--- config.mk ---
export PLATFORM = sky130hd
export DESIGN_NAME = particle_cell_binning
export DESIGN_NICKNAME = d
export VERILOG_FILES = /design/src/design/pcb_pkg.sv /design/src/design/pcb_divider.sv /design/src/design/particle_cell_binning.sv
export SDC_FILE = /design/constraint.sdc
export NUM_CORES = 2
export LEC_CHECK = 0
export ABC_AREA = 1
export BUFFER_PORTS_ARGS = -buffer_cell sky130_fd_sc_hd__buf_4
export CORE_ASPECT_RATIO = 1.5
export CORE_UTILIZATION = 59
export CTS_BUF_LIST = sky130_fd_sc_hd__clkbuf_4
export DETAILED_ROUTE_END_ITERATION = 16
export MAX_ROUTING_LAYER = met4
export PLACE_DENSITY_LB_ADDON = 0.2
export SYNTH_ARGS = -nofsm -noshare
export SYNTH_HDL_FRONTEND = slang
export SYNTH_SLANG_ARGS = --single-unit
--- constraint.sdc ---
create_clock -name clock -period 24.3 [get_ports clock]
set_clock_uncertainty 0.2 [all_clocks]
set_input_delay 4.86 -clock clock [delete_from_list [all_inputs] [get_ports clock]]
set_output_delay 4.86 -clock clock [all_outputs]
set_load 0.1 [all_outputs]
--- src/design/pcb_pkg.sv ---
// ----------------------------------------------------------------------------
// pcb_pkg: shared types and constants for particle cell binning
// Field widths, status codes, register indexes and reset values.
// ----------------------------------------------------------------------------
package pcb_pkg;

   // default sizing
   localparam int MAX_CELLS_PER_DIM_DEF = 8;
   localparam int CELL_CAPACITY_DEF     = 64;

   // fixed field widths
   localparam int POS_W      = 32;
   localparam int CELLS_W    = 4;
   localparam int STATUS_W   = 2;
   localparam int INDEX_W    = 9;
   localparam int SLOT_W     = 6;
   localparam int TOTAL_W    = 32;
   localparam int CSR_ADDR_W = 2;
   localparam int CSR_DATA_W = 32;

   // result status codes
   localparam logic [STATUS_W-1:0] STATUS_STORED       = 2'd0;
   localparam logic [STATUS_W-1:0] STATUS_OUT_OF_RANGE = 2'd1;
   localparam logic [STATUS_W-1:0] STATUS_CELL_FULL    = 2'd2;

   // register indexes
   localparam logic [CSR_ADDR_W-1:0] CSR_CELLS_X = 2'd0;
   localparam logic [CSR_ADDR_W-1:0] CSR_CELLS_Y = 2'd1;
   localparam logic [CSR_ADDR_W-1:0] CSR_CELLS_Z = 2'd2;
   localparam logic [CSR_ADDR_W-1:0] CSR_CUTOFF  = 2'd3;

   // register reset values
   localparam logic [CELLS_W-1:0] CELLS_RESET  = 4'd8;
   localparam logic [POS_W-1:0]   CUTOFF_RESET = 32'd557056;

endpackage

--- src/design/pcb_divider.sv ---
// ----------------------------------------------------------------------------
// pcb_divider: shared restoring divider for cell coordinates
// One quotient bit per cycle, QW+1 bits. A quotient that would not fit
// comes out with its top bit set, which is always out of the grid.
// ----------------------------------------------------------------------------
module pcb_divider
   import pcb_pkg::*;
#(
   parameter int MAX_CELLS_PER_DIM = MAX_CELLS_PER_DIM_DEF
) (
   input  logic                              clock,
   input  logic                              reset,
   input  logic                              start,
   input  logic [POS_W-1:0]                  dividend,
   input  logic [POS_W-1:0]                  divisor,
   output logic                              done,
   output logic [$clog2(MAX_CELLS_PER_DIM):0] quot
);

   localparam int QW = $clog2(MAX_CELLS_PER_DIM);
   localparam int QN = QW + 1;
   localparam int DW = POS_W + QW;
   localparam int SW = (QW > 0) ? $clog2(QW + 1) : 1;

   logic             busy_ff, busy_in;
   logic             done_ff, done_in;
   logic [SW-1:0]    step_ff, step_in;
   logic [POS_W-1:0] rem_ff, rem_in;
   logic [POS_W-1:0] divisor_ff, divisor_in;
   logic [QN-1:0]    quot_ff, quot_in;
   logic [DW-1:0]    rem_ext, shifted, diff;
   logic             fits;

   // trial subtract of the shifted divisor
   always_comb begin
      rem_ext = DW'(rem_ff);
      shifted = DW'(divisor_ff) << step_ff;
      fits    = rem_ext >= shifted;
      diff    = rem_ext - shifted;
   end

   // step sequencing
   always_comb begin
      busy_in    = busy_ff;
      done_in    = 1'b0;
      step_in    = step_ff;
      rem_in     = rem_ff;
      quot_in    = quot_ff;
      divisor_in = divisor_ff;
      if (start) begin
         busy_in    = 1'b1;
         step_in    = SW'(QW);
         rem_in     = dividend;
         quot_in    = '0;
         divisor_in = divisor;
      end else if (busy_ff) begin
         if (fits) begin
            rem_in  = diff[POS_W-1:0];
            quot_in = quot_ff | (QN'(1) << step_ff);
         end
         if (step_ff == '0) begin
            busy_in = 1'b0;
            done_in = 1'b1;
         end else begin
            step_in = step_ff - SW'(1);
         end
      end
   end

   always_ff @(posedge clock) begin
      if (reset) begin
         busy_ff <= 1'b0;
         done_ff <= 1'b0;
      end else begin
         busy_ff <= busy_in;
         done_ff <= done_in;
      end
      step_ff    <= step_in;
      rem_ff     <= rem_in;
      quot_ff    <= quot_in;
      divisor_ff <= divisor_in;
   end

   assign done = done_ff;
   assign quot = quot_ff;

endmodule

--- src/design/particle_cell_binning.sv ---
// ----------------------------------------------------------------------------
// particle_cell_binning: cell-list binning of particle positions
// Divides each coordinate by the cell edge, bins in-range particles into a
// per-cell slot store and keeps running stored and out-of-range totals.
// ----------------------------------------------------------------------------
//  Channel   Direction  Handshake          Payload
//  req_      in         req_valid/stall    pos_x, pos_y, pos_z, last_particle
//  rsp_      out        rsp_valid/stall    status, bin_index, slot, totals,
//                                          frame_done
//  csr_      in         csr_write_en       csr_index, csr_wdata
//
// Each request runs through the single shared divider, which works the z, y
// and x axes in turn, then fetches its cell's fill count and updates the
// result register; the divider is skipped when the cutoff is zero and the
// later axes once one falls off the grid. Requests are taken one at a time.
// After reset a clearing pass writes all MAX_CELLS_PER_DIM**3 fill counts
// (512 by default) to zero, with req_stall high.
// A stalled result waits in the output register; the next request is taken
// meanwhile and only its final update waits for the register to free up.
// ----------------------------------------------------------------------------
module particle_cell_binning
   import pcb_pkg::*;
#(
   parameter int MAX_CELLS_PER_DIM = MAX_CELLS_PER_DIM_DEF,
   parameter int CELL_CAPACITY     = CELL_CAPACITY_DEF
) (
   input  logic                  clock,
   input  logic                  reset,
   // request channel
   input  logic                  req_valid,
   output logic                  req_stall,
   input  logic [POS_W-1:0]      req_pos_x,
   input  logic [POS_W-1:0]      req_pos_y,
   input  logic [POS_W-1:0]      req_pos_z,
   input  logic                  req_last_particle,
   // response channel
   output logic                  rsp_valid,
   input  logic                  rsp_stall,
   output logic [STATUS_W-1:0]   rsp_status,
   output logic [INDEX_W-1:0]    rsp_bin_index,
   output logic [SLOT_W-1:0]     rsp_slot,
   output logic [TOTAL_W-1:0]    rsp_stored_total,
   output logic [TOTAL_W-1:0]    rsp_out_of_range_total,
   output logic                  rsp_frame_done,
   // register write port
   input  logic                  csr_write_en,
   input  logic [CSR_ADDR_W-1:0] csr_index,
   input  logic [CSR_DATA_W-1:0] csr_wdata
);

   localparam int QN          = $clog2(MAX_CELLS_PER_DIM) + 1;
   localparam int NW          = $clog2(MAX_CELLS_PER_DIM + 1);
   localparam int CELL_DEPTH  = MAX_CELLS_PER_DIM ** 3;
   localparam int CIW         = (CELL_DEPTH > 1) ? $clog2(CELL_DEPTH) : 1;
   localparam int PW          = CIW + NW;
   localparam int FW          = $clog2(CELL_CAPACITY + 1);
   localparam int STORE_DEPTH = CELL_DEPTH * CELL_CAPACITY;
   localparam int SAW         = (STORE_DEPTH > 1) ? $clog2(STORE_DEPTH) : 1;

   // sequencer states
   localparam logic [2:0] ST_CLEAR  = 3'd0;
   localparam logic [2:0] ST_IDLE   = 3'd1;
   localparam logic [2:0] ST_DIV    = 3'd2;
   localparam logic [2:0] ST_FETCH  = 3'd3;
   localparam logic [2:0] ST_UPDATE = 3'd4;

   // axis order through the divider
   localparam logic [1:0] AXIS_Z = 2'd0;
   localparam logic [1:0] AXIS_Y = 2'd1;
   localparam logic [1:0] AXIS_X = 2'd2;

   logic [2:0]          state_ff, state_in;
   logic [CIW-1:0]      clr_ff, clr_in;
   logic [1:0]          axis_ff, axis_in;
   logic [CIW-1:0]      acc_ff, acc_in;
   logic                oor_ff, oor_in;
   logic [POS_W-1:0]    pos_x_ff, pos_x_in;
   logic [POS_W-1:0]    pos_y_ff, pos_y_in;
   logic [POS_W-1:0]    pos_z_ff, pos_z_in;
   logic                last_ff, last_in;
   logic [FW-1:0]       fill_rd_ff;
   logic [TOTAL_W-1:0]  stored_cnt_ff, stored_cnt_in;
   logic [TOTAL_W-1:0]  rej_cnt_ff, rej_cnt_in;
   logic [CELLS_W-1:0]  cells_x_ff, cells_x_in;
   logic [CELLS_W-1:0]  cells_y_ff, cells_y_in;
   logic [CELLS_W-1:0]  cells_z_ff, cells_z_in;
   logic [POS_W-1:0]    cutoff_ff, cutoff_in;

   logic                rsp_valid_ff, rsp_valid_in;
   logic [STATUS_W-1:0] rsp_status_ff, rsp_status_in;
   logic [INDEX_W-1:0]  rsp_index_ff, rsp_index_in;
   logic [SLOT_W-1:0]   rsp_slot_ff, rsp_slot_in;
   logic [TOTAL_W-1:0]  rsp_stored_ff, rsp_stored_in;
   logic [TOTAL_W-1:0]  rsp_rej_ff, rsp_rej_in;
   logic                rsp_done_ff, rsp_done_in;

   logic [FW-1:0]       fill_mem [CELL_DEPTH];
   logic [3*POS_W-1:0]  pos_mem [STORE_DEPTH];

   logic                fill_we;
   logic [CIW-1:0]      fill_waddr;
   logic [FW-1:0]       fill_wdata;
   logic                store_we;
   logic [SAW-1:0]      store_addr;

   logic                div_start;
   logic [POS_W-1:0]    div_dividend;
   logic                div_done;
   logic [QN-1:0]       div_quot;

   logic [NW-1:0]       n_x, n_y, n_z, n_cur;
   logic                q_in_range;
   logic [PW-1:0]       acc_sum;
   logic                out_free;
   logic [TOTAL_W-1:0]  stored_sat, rej_sat;

   // shared divider
   pcb_divider #(
      .MAX_CELLS_PER_DIM (MAX_CELLS_PER_DIM)
   ) u_divider (
      .clock    (clock),
      .reset    (reset),
      .start    (div_start),
      .dividend (div_dividend),
      .divisor  (cutoff_ff),
      .done     (div_done),
      .quot     (div_quot)
   );

   // grid size clamped to the build limit
   always_comb begin
      n_x = (32'(cells_x_ff) > 32'(MAX_CELLS_PER_DIM)) ? NW'(MAX_CELLS_PER_DIM)
                                                        : NW'(cells_x_ff);
      n_y = (32'(cells_y_ff) > 32'(MAX_CELLS_PER_DIM)) ? NW'(MAX_CELLS_PER_DIM)
                                                        : NW'(cells_y_ff);
      n_z = (32'(cells_z_ff) > 32'(MAX_CELLS_PER_DIM)) ? NW'(MAX_CELLS_PER_DIM)
                                                        : NW'(cells_z_ff);
      case (axis_ff)
         AXIS_Z:  n_cur = n_z;
         AXIS_Y:  n_cur = n_y;
         default: n_cur = n_x;
      endcase
   end

   // range check and Horner step of the linear index: (z*ny + y)*nx + x
   always_comb begin
      q_in_range = 32'(div_quot) < 32'(n_cur);
      if (axis_ff == AXIS_Z) begin
         acc_sum = PW'(div_quot);
      end else begin
         acc_sum = PW'(acc_ff) * PW'(n_cur) + PW'(div_quot);
      end
   end

   // saturating totals
   always_comb begin
      stored_sat = (stored_cnt_ff == '1) ? stored_cnt_ff : stored_cnt_ff + TOTAL_W'(1);
      rej_sat    = (rej_cnt_ff == '1) ? rej_cnt_ff : rej_cnt_ff + TOTAL_W'(1);
   end

   assign out_free   = !rsp_valid_ff || !rsp_stall;
   assign store_addr = SAW'(acc_ff) * SAW'(CELL_CAPACITY) + SAW'(fill_rd_ff);

   // register writes
   always_comb begin
      cells_x_in = cells_x_ff;
      cells_y_in = cells_y_ff;
      cells_z_in = cells_z_ff;
      cutoff_in  = cutoff_ff;
      if (csr_write_en) begin
         case (csr_index)
            CSR_CELLS_X: cells_x_in = csr_wdata[CELLS_W-1:0];
            CSR_CELLS_Y: cells_y_in = csr_wdata[CELLS_W-1:0];
            CSR_CELLS_Z: cells_z_in = csr_wdata[CELLS_W-1:0];
            CSR_CUTOFF:  cutoff_in  = csr_wdata[POS_W-1:0];
            default: ;
         endcase
      end
   end

   // sequencer
   always_comb begin
      state_in      = state_ff;
      clr_in        = clr_ff;
      axis_in       = axis_ff;
      acc_in        = acc_ff;
      oor_in        = oor_ff;
      pos_x_in      = pos_x_ff;
      pos_y_in      = pos_y_ff;
      pos_z_in      = pos_z_ff;
      last_in       = last_ff;
      stored_cnt_in = stored_cnt_ff;
      rej_cnt_in    = rej_cnt_ff;
      div_start     = 1'b0;
      div_dividend  = req_pos_z;
      fill_we       = 1'b0;
      fill_waddr    = acc_ff;
      fill_wdata    = fill_rd_ff + FW'(1);
      store_we      = 1'b0;
      rsp_valid_in  = rsp_valid_ff && rsp_stall;
      rsp_status_in = rsp_status_ff;
      rsp_index_in  = rsp_index_ff;
      rsp_slot_in   = rsp_slot_ff;
      rsp_stored_in = rsp_stored_ff;
      rsp_rej_in    = rsp_rej_ff;
      rsp_done_in   = rsp_done_ff;

      case (state_ff)
         ST_CLEAR: begin
            fill_we    = 1'b1;
            fill_waddr = clr_ff;
            fill_wdata = '0;
            if (clr_ff == CIW'(CELL_DEPTH - 1)) begin
               state_in = ST_IDLE;
            end else begin
               clr_in = clr_ff + CIW'(1);
            end
         end
         ST_IDLE: begin
            if (req_valid) begin
               pos_x_in = req_pos_x;
               pos_y_in = req_pos_y;
               pos_z_in = req_pos_z;
               last_in  = req_last_particle;
               axis_in  = AXIS_Z;
               acc_in   = '0;
               if (cutoff_ff == '0) begin
                  oor_in   = 1'b1;
                  state_in = ST_UPDATE;
               end else begin
                  oor_in    = 1'b0;
                  div_start = 1'b1;
                  state_in  = ST_DIV;
               end
            end
         end
         ST_DIV: begin
            if (div_done) begin
               if (!q_in_range) begin
                  oor_in   = 1'b1;
                  state_in = ST_UPDATE;
               end else begin
                  acc_in = acc_sum[CIW-1:0];
                  case (axis_ff)
                     AXIS_Z: begin
                        axis_in      = AXIS_Y;
                        div_start    = 1'b1;
                        div_dividend = pos_y_ff;
                     end
                     AXIS_Y: begin
                        axis_in      = AXIS_X;
                        div_start    = 1'b1;
                        div_dividend = pos_x_ff;
                     end
                     default: state_in = ST_FETCH;
                  endcase
               end
            end
         end
         ST_FETCH: begin
            // fill count read of the final index lands this cycle
            state_in = ST_UPDATE;
         end
         ST_UPDATE: begin
            if (out_free) begin
               rsp_valid_in = 1'b1;
               rsp_done_in  = last_ff;
               state_in     = ST_IDLE;
               if (oor_ff) begin
                  rej_cnt_in    = rej_sat;
                  rsp_status_in = STATUS_OUT_OF_RANGE;
                  rsp_index_in  = '0;
                  rsp_slot_in   = '0;
                  rsp_stored_in = stored_cnt_ff;
                  rsp_rej_in    = rej_sat;
               end else if (32'(fill_rd_ff) >= 32'(CELL_CAPACITY)) begin
                  rsp_status_in = STATUS_CELL_FULL;
                  rsp_index_in  = INDEX_W'(acc_ff);
                  rsp_slot_in   = '0;
                  rsp_stored_in = stored_cnt_ff;
                  rsp_rej_in    = rej_cnt_ff;
               end else begin
                  fill_we       = 1'b1;
                  store_we      = 1'b1;
                  stored_cnt_in = stored_sat;
                  rsp_status_in = STATUS_STORED;
                  rsp_index_in  = INDEX_W'(acc_ff);
                  rsp_slot_in   = SLOT_W'(fill_rd_ff);
                  rsp_stored_in = stored_sat;
                  rsp_rej_in    = rej_cnt_ff;
               end
            end
         end
         default: state_in = ST_CLEAR;
      endcase
   end

   // control and configuration registers
   always_ff @(posedge clock) begin
      if (reset) begin
         state_ff      <= ST_CLEAR;
         clr_ff        <= '0;
         stored_cnt_ff <= '0;
         rej_cnt_ff    <= '0;
         rsp_valid_ff  <= 1'b0;
         cells_x_ff    <= CELLS_RESET;
         cells_y_ff    <= CELLS_RESET;
         cells_z_ff    <= CELLS_RESET;
         cutoff_ff     <= CUTOFF_RESET;
      end else begin
         state_ff      <= state_in;
         clr_ff        <= clr_in;
         stored_cnt_ff <= stored_cnt_in;
         rej_cnt_ff    <= rej_cnt_in;
         rsp_valid_ff  <= rsp_valid_in;
         cells_x_ff    <= cells_x_in;
         cells_y_ff    <= cells_y_in;
         cells_z_ff    <= cells_z_in;
         cutoff_ff     <= cutoff_in;
      end
   end

   // request payload and result register
   always_ff @(posedge clock) begin
      axis_ff       <= axis_in;
      acc_ff        <= acc_in;
      oor_ff        <= oor_in;
      pos_x_ff      <= pos_x_in;
      pos_y_ff      <= pos_y_in;
      pos_z_ff      <= pos_z_in;
      last_ff       <= last_in;
      rsp_status_ff <= rsp_status_in;
      rsp_index_ff  <= rsp_index_in;
      rsp_slot_ff   <= rsp_slot_in;
      rsp_stored_ff <= rsp_stored_in;
      rsp_rej_ff    <= rsp_rej_in;
      rsp_done_ff   <= rsp_done_in;
   end

   // per-cell fill counts, registered read
   always_ff @(posedge clock) begin
      if (fill_we) begin
         fill_mem[fill_waddr] <= fill_wdata;
      end
      fill_rd_ff <= fill_mem[acc_ff];
   end

   // per-cell slot store of positions
   always_ff @(posedge clock) begin
      if (store_we) begin
         pos_mem[store_addr] <= {pos_z_ff, pos_y_ff, pos_x_ff};
      end
   end

   assign req_stall              = (state_ff != ST_IDLE);
   assign rsp_valid              = rsp_valid_ff;
   assign rsp_status             = rsp_status_ff;
   assign rsp_bin_index          = rsp_index_ff;
   assign rsp_slot               = rsp_slot_ff;
   assign rsp_stored_total       = rsp_stored_ff;
   assign rsp_out_of_range_total = rsp_rej_ff;
   assign rsp_frame_done         = rsp_done_ff;

endmodule

## Word-level counts from Yosys, hierarchy flattened

Memory sizes are Yosys's and may differ from the RTL's. A register that Yosys moved wholly into a read port is not among the register bits.
Cells that the tools add are included.

- Equality and inequality tests: 20
- Multiply operators: 1
- Reduce and logical (&&, ||, !) cells: 29
- Bitwise gates (word level): 4
- Mux-type cells: 60
- Shift operators: 2
- $add $sub $neg: 7
- Order comparisons: 6

Operators by type and width:

| operator | count |
|---|---|
| two-way mux 32 bit | 11 |
| adder 32 x 1 -> 32 bit (second input constant) | 2 |
| == test 32 bit (second input constant) | 2 |
| one-hot mux 32 bit (2 select lines) | 1 |
| two-way mux 9 bit | 5 |
| >= comparator 32 x 35 -> 1 bit | 1 |
| left shift 32 x 2 -> 35 bit | 1 |
| logical NOT 32 bit | 1 |
| subtractor 32 bit | 1 |
| two-way mux 3 bit | 7 |
| two-way mux 1 bit | 20 |
| AND reduction 2 bit | 10 |
| one-hot mux 9 bit (2 select lines) | 1 |
| one-hot mux 3 bit (5 select lines) | 1 |
| > comparator 4 bit (second input constant) | 3 |
| two-way mux 4 bit | 3 |
| != test 2 bit (second input constant) | 5 |
| AND reduction 5 bit | 2 |
| adder 9 x 1 -> 9 bit (second input constant) | 1 |
| adder 9 x 4 -> 9 bit | 1 |
| == test 9 bit (second input constant) | 1 |
| multiplier 9 x 4 -> 9 bit | 1 |
| two-way mux 2 bit | 4 |
| one-hot mux 2 bit (2 select lines) | 2 |
| other kinds (27) | 42 |

- Output and inout port bits: 84
- Register bits: 352
- RAM bits: 3584
- Memories kept: 1

Memories:

| memory | words | width | rd ports | clocked after memory_dff | wr ports | line | RTL |
|---|---|---|---|---|---|---|---|
| fill_mem | 512 | 7 | 1 | 1 | 1 | particle_cell_binning.sv:97 | `logic [FW-1:0] fill_mem [CELL_DEPTH];` |

## Logic depth before layout (Yosys ltp)

- Depth in word-level cells: 9
- Gate-level depth with buffers: 22
- Mapped depth without buffers: 22

## Cells and area by module

Synthesis repeated with hierarchy kept, for this count alone.

- Cell total of the unflattened synthesis: 14703
- Area total of the unflattened synthesis: 164472.7 sq um

By module, submodules not included:

| module | area an instance (sq um) | cells an instance | instances | sequential area each (sq um) |
|---|---|---|---|---|
| particle_cell_binning | 159013.8 | 13936 | 1 | 114960.3 |
| pcb_divider | 5459.0 | 767 | 1 | 2082.0 |

## Least setup slack after synthesis

Ideal clock, no wire load.

- Path kind: reg-to-reg
- Start: register fill_rd_ff[0] (read register of fill_mem)
- End: memory fill_mem[0][6] in the netlist's numbering, data pin
- Arrival time: 19.972 ns
- Clock period less this slack: 24.163 ns
- Path slack: 0.137 ns
- Setup time: 3.991 ns
- Cell stages (with the launch flop): 8
- Cell sequence: dfxtp_1 ha_1 nand2_1 inv_1 nand2_1 nor2_1 a21oi_1 nor3_1

- Longest elaborated chain between the ends: 2

Ends and longest elaborated chain:

| what | line | RTL |
|---|---|---|
| from (decl) | particle_cell_binning.sv:81 | `logic [FW-1:0] fill_rd_ff;` |
| adder 7 x 1 -> 7 bit | particle_cell_binning.sv:198 | `fill_wdata = fill_rd_ff + FW'(1);` |
| two-way mux 7 bit | particle_cell_binning.sv:208 | `case (state_ff)` |
| net fill_wdata[6] | particle_cell_binning.sv:102 | `logic [FW-1:0] fill_wdata;` |
| to (decl) | particle_cell_binning.sv:97 |  |

The timed path passes the listed nets, and every way through them passes these cells.

## Final worst setup path

- Start: register state_ff[2]
- End: output req_stall

- Longest elaborated chain between the ends: 1

Ends and longest elaborated chain:

| what | line | RTL |
|---|---|---|
| from (decl) | particle_cell_binning.sv:72 | `logic [2:0] state_ff, state_in;` |
| from (signal assigned) | particle_cell_binning.sv:311 | `state_ff <= state_in;` |
| != test 3 x 1 -> 1 bit | particle_cell_binning.sv:355 | `assign req_stall = (state_ff != ST_IDLE);` |
| to (decl) | particle_cell_binning.sv:31 | `output logic req_stall,` |

No other way between the ends.

==> qor.yml <==
global_route:
  grt_max_degree: 253
  grt_pass1_vias: 114000
  grt_overflow_total: 0
  grt_usage_pct: 32.5
  grt_pass1_wl_mm: 660
  antenna_found_initial: 11
placed_design:
  port_buffers: 219
  detailed_place_hpwl_mm: 261
  gp_congestion: 0.967
  place_inst: 17700
floorplanning:
  dieArea_um2: 280000
  initial_utilization_pct: 59.4
  ioPinCount: 220
  die_height_um: 647
  die-width_um: 432
  row_count: 236
  coreArea_um2: 276000
clock_tree:
  root_buffer: "clkbuf_4"
  postCtsHoldBufs: 0
  h-tree-depth: 6
  cts_buffer_depth: 4
  path_clk_slew_ns: 0.08
  clock_latency_ns: 1.40
  cts_inserted_buffers: 842
  cts_tree: "built"
  cts_sinks: 3943
  cts_resized: 0
  post_cts_buffers: 0
synth:
  yosysWarnings: 0
  syn_area_um2: 164000
  synth.net_count: 14800
  syn_avg_cell_area_um2: 11.2
  ys_types: 40
  synth-seq-cells: 3943
  yosysSeqAreaShare_pct: 71.5
  netlist_instances: 14600
pwr:
  internal-power_uw: 13300
  powerDensity_nw_per_um2: 126
  power_switching_uw: 9170
  p_leak_uw: 0.0648
  clkPwrFrac_pct: 21.8
  swShare_pct: 40.9
  power_frac_seq_pct: 41.8
  peakVddDrop_v: 0.000206
  combPwrFrac_pct: 36.5
detailed_routing:
  first_pass_iters: 7
  drtIter0Drc: 13900
  vias: 116000
  drt-wirelength-per-cell_um: 23.3
  drc_errors: 0
  detail-route-antenna-nets: 0
  vias_per_cell: 6.04
  drt-total-wl_mm: 447
worst_setup_path:
  crit_fanout: 6
  reg2regPathDepth: 8
  cp_data_required_time_ns: 19.24
  critical_path_class: "flop to output pin"
  cp-start-kind: "flop"
  arrival_ns: 2.53
  endpoint_kind: "output pin"
worst_hold_path:
  hold_path_class: "flop to flop"
  holdPathStages: 0
timing:
  slew_viol_final: 0
  fmax_ghz: 0.132
  hold_viol_final: 0
  min_period_ns: 7.59
  period_share_pct: 31.2
  tns_ns: 0
  worst_slew_pin_slew_ns: 1.23
  relSlewSlack_pct: 17.9
  rsz0062_at_grt: "false"
  finalSetupViolCount: 0
final_layout:
  fin_nets: 15000
  num-fill-cells: 20900
  drive_gt1_share_pct: 10.9
  layout_commonest_cell: "nand2_1"
  final_cell_mix: "4,144 x nand2_1, 3,807 x edfxtp_1, 3,658 x nand3_1, 1,139 x clkbuf_4, 734 x nor2_1"
  area_growth_pct: 9.02
  stdcell_count: 19200
run_status:
  status: "completed"
run:
  maxCapViolations: 0
==> area by class of cell <==
class,count,area [um^2],area share (%)
sequential,3943,117000,65.5
clock buffer,1139,8550,4.79
tap,3689,4620,2.58
antenna,8,20.0,0.0112
inverter,346,1340,0.749
multi-input combinational,9321,42000,23.5
clock inverter,344,1990,1.11
timing repair buffer,363,2990,1.67
==> power groups by stage <==
stage | clock network, uW | registers, uW | logic, uW
2_1_floorplan | 0 | 10800 | 4450
3_3_place_gp | 0 | 9510 | 7920
3_5_place_dp | 0 | 9510 | 8010
4_1_cts | 4950 | 9360 | 8030
5_1_grt | 5250 | 9380 | 8680
6_report | 4880 | 9370 | 8180
==> final timing paths <==
path / startpoint / end / slack (ns)
hold / removal: cutoff_ff[11]$_SDFFE_PP0P_ / u_divider.divisor_ff[11]$_DFFE_PP_ / 0.24
hold reg to reg: cutoff_ff[11]$_SDFFE_PP0P_ / u_divider.divisor_ff[11]$_DFFE_PP_ / 0.24
setup reg to reg: acc_ff[7]$_SDFFCE_PP0P_ / fill_mem[405][4]$_DFFE_PP_ / 17.97
setup / recovery: state_ff[2]$_SDFFE_PP0P_ / req_stall / 16.71
==> Yosys cell counts <==
library cell	count	share of area, %
inv_1	331	0.76
o21ai_0	276	0.84
a21o_1	10	0.046
o21bai_1	13	0.060
and2_1	1	0.0038
a31oi_1	9	0.034
a21boi_0	3	0.014
fa_1	14	0.17
buf_2	22	0.067
a22o_1	32	0.17
nor2_4	4	0.027
ha_1	61	0.47
nand3b_1	2	0.0092
a211oi_1	2	0.0092
o22ai_1	1	0.0038
and3_1	1	0.0038
nand4_1	25	0.095
a21oi_1	137	0.42
nor3_2	5	0.031
or2_2	5	0.019
buf_1	129	0.30
mux2i_1	2	0.012
inv_2	11	0.025
nand3_1	3658	11
clkbuf_1	805	1.8
nor2_1	739	1.7
o21a_1	5	0.023
clkinv_1	4	0.0092
xor2_1	70	0.37
nand2_1	4162	9.5
xnor2_1	7	0.037
edfxtp_1	3807	70
nor4_1	10	0.038
o21ai_2	3	0.016
o21ai_1	7	0.021
nor2_2	2	0.0076
nor3_1	47	0.14
o31ai_1	1	0.0046
o211ai_1	7	0.032
dfxtp_1	136	1.7
==> critical path, cell delays in order, from the launching register on <==
cell and delay (ns):
dfxtp_1 0.45, nor3_1 0.09, inv_1 0.24, buf_4 0.35
==> state kept, by name, indices dropped and copies added, names as in the netlist, 6 cells and up <==
name / count
fill_mem: 3584
clr_ff: 9
rej_cnt_ff: 32
acc_ff: 9
u_divider.rem_ff: 32
rsp_stored_total: 32
cutoff_ff: 32
pos_y_ff: 32
fill_rd_ff: 7
rsp_slot: 6
pos_x_ff: 32
rsp_out_of_range_total: 32
stored_cnt_ff: 32
rsp_bin_index: 9
u_divider.divisor_ff: 32
==> kinds of logic after synthesis <==
logic type               Yosys count  synth area share [%]
buffers and inverters           1302                  3.00
XOR/XNOR                          77                 0.412
AND/OR/NAND/NOR                 8661                  22.8
multiplexers                       2                0.0122
flip-flops                      3943                  71.5
AO/OA/AOI/OAI                    506                  1.70
adder cells (fa/ha/maj)           75                 0.637
==> per-layer routing <==
metal  track usage (%)  wire length [um]
met2              53.2            218000
met3              5.21             44800
met4              17.4             24600
met1              38.7            160000
met5                 -                 0
==> through the flow <==
stage | utilization, % | setup WS, ns | cell area, um^2 | hold WS [ns] | power [uW]
2_1_floorplan | - | 0.137 | 164000 | 0.200 | 15300
3_3_place_gp | 60.9 | 15.42 | 168000 | 0.219 | 17400
3_5_place_dp | 60.9 | 15.26 | 168000 | 0.218 | 17500
4_1_cts | 64.7 | 16.58 | 179000 | 0.239 | 22300
5_1_grt | 64.8 | 16.57 | 179000 | 0.248 | 23300
6_report | 64.8 | 16.71 | 179000 | 0.237 | 22400
Power figures use the tool's default switching activity.
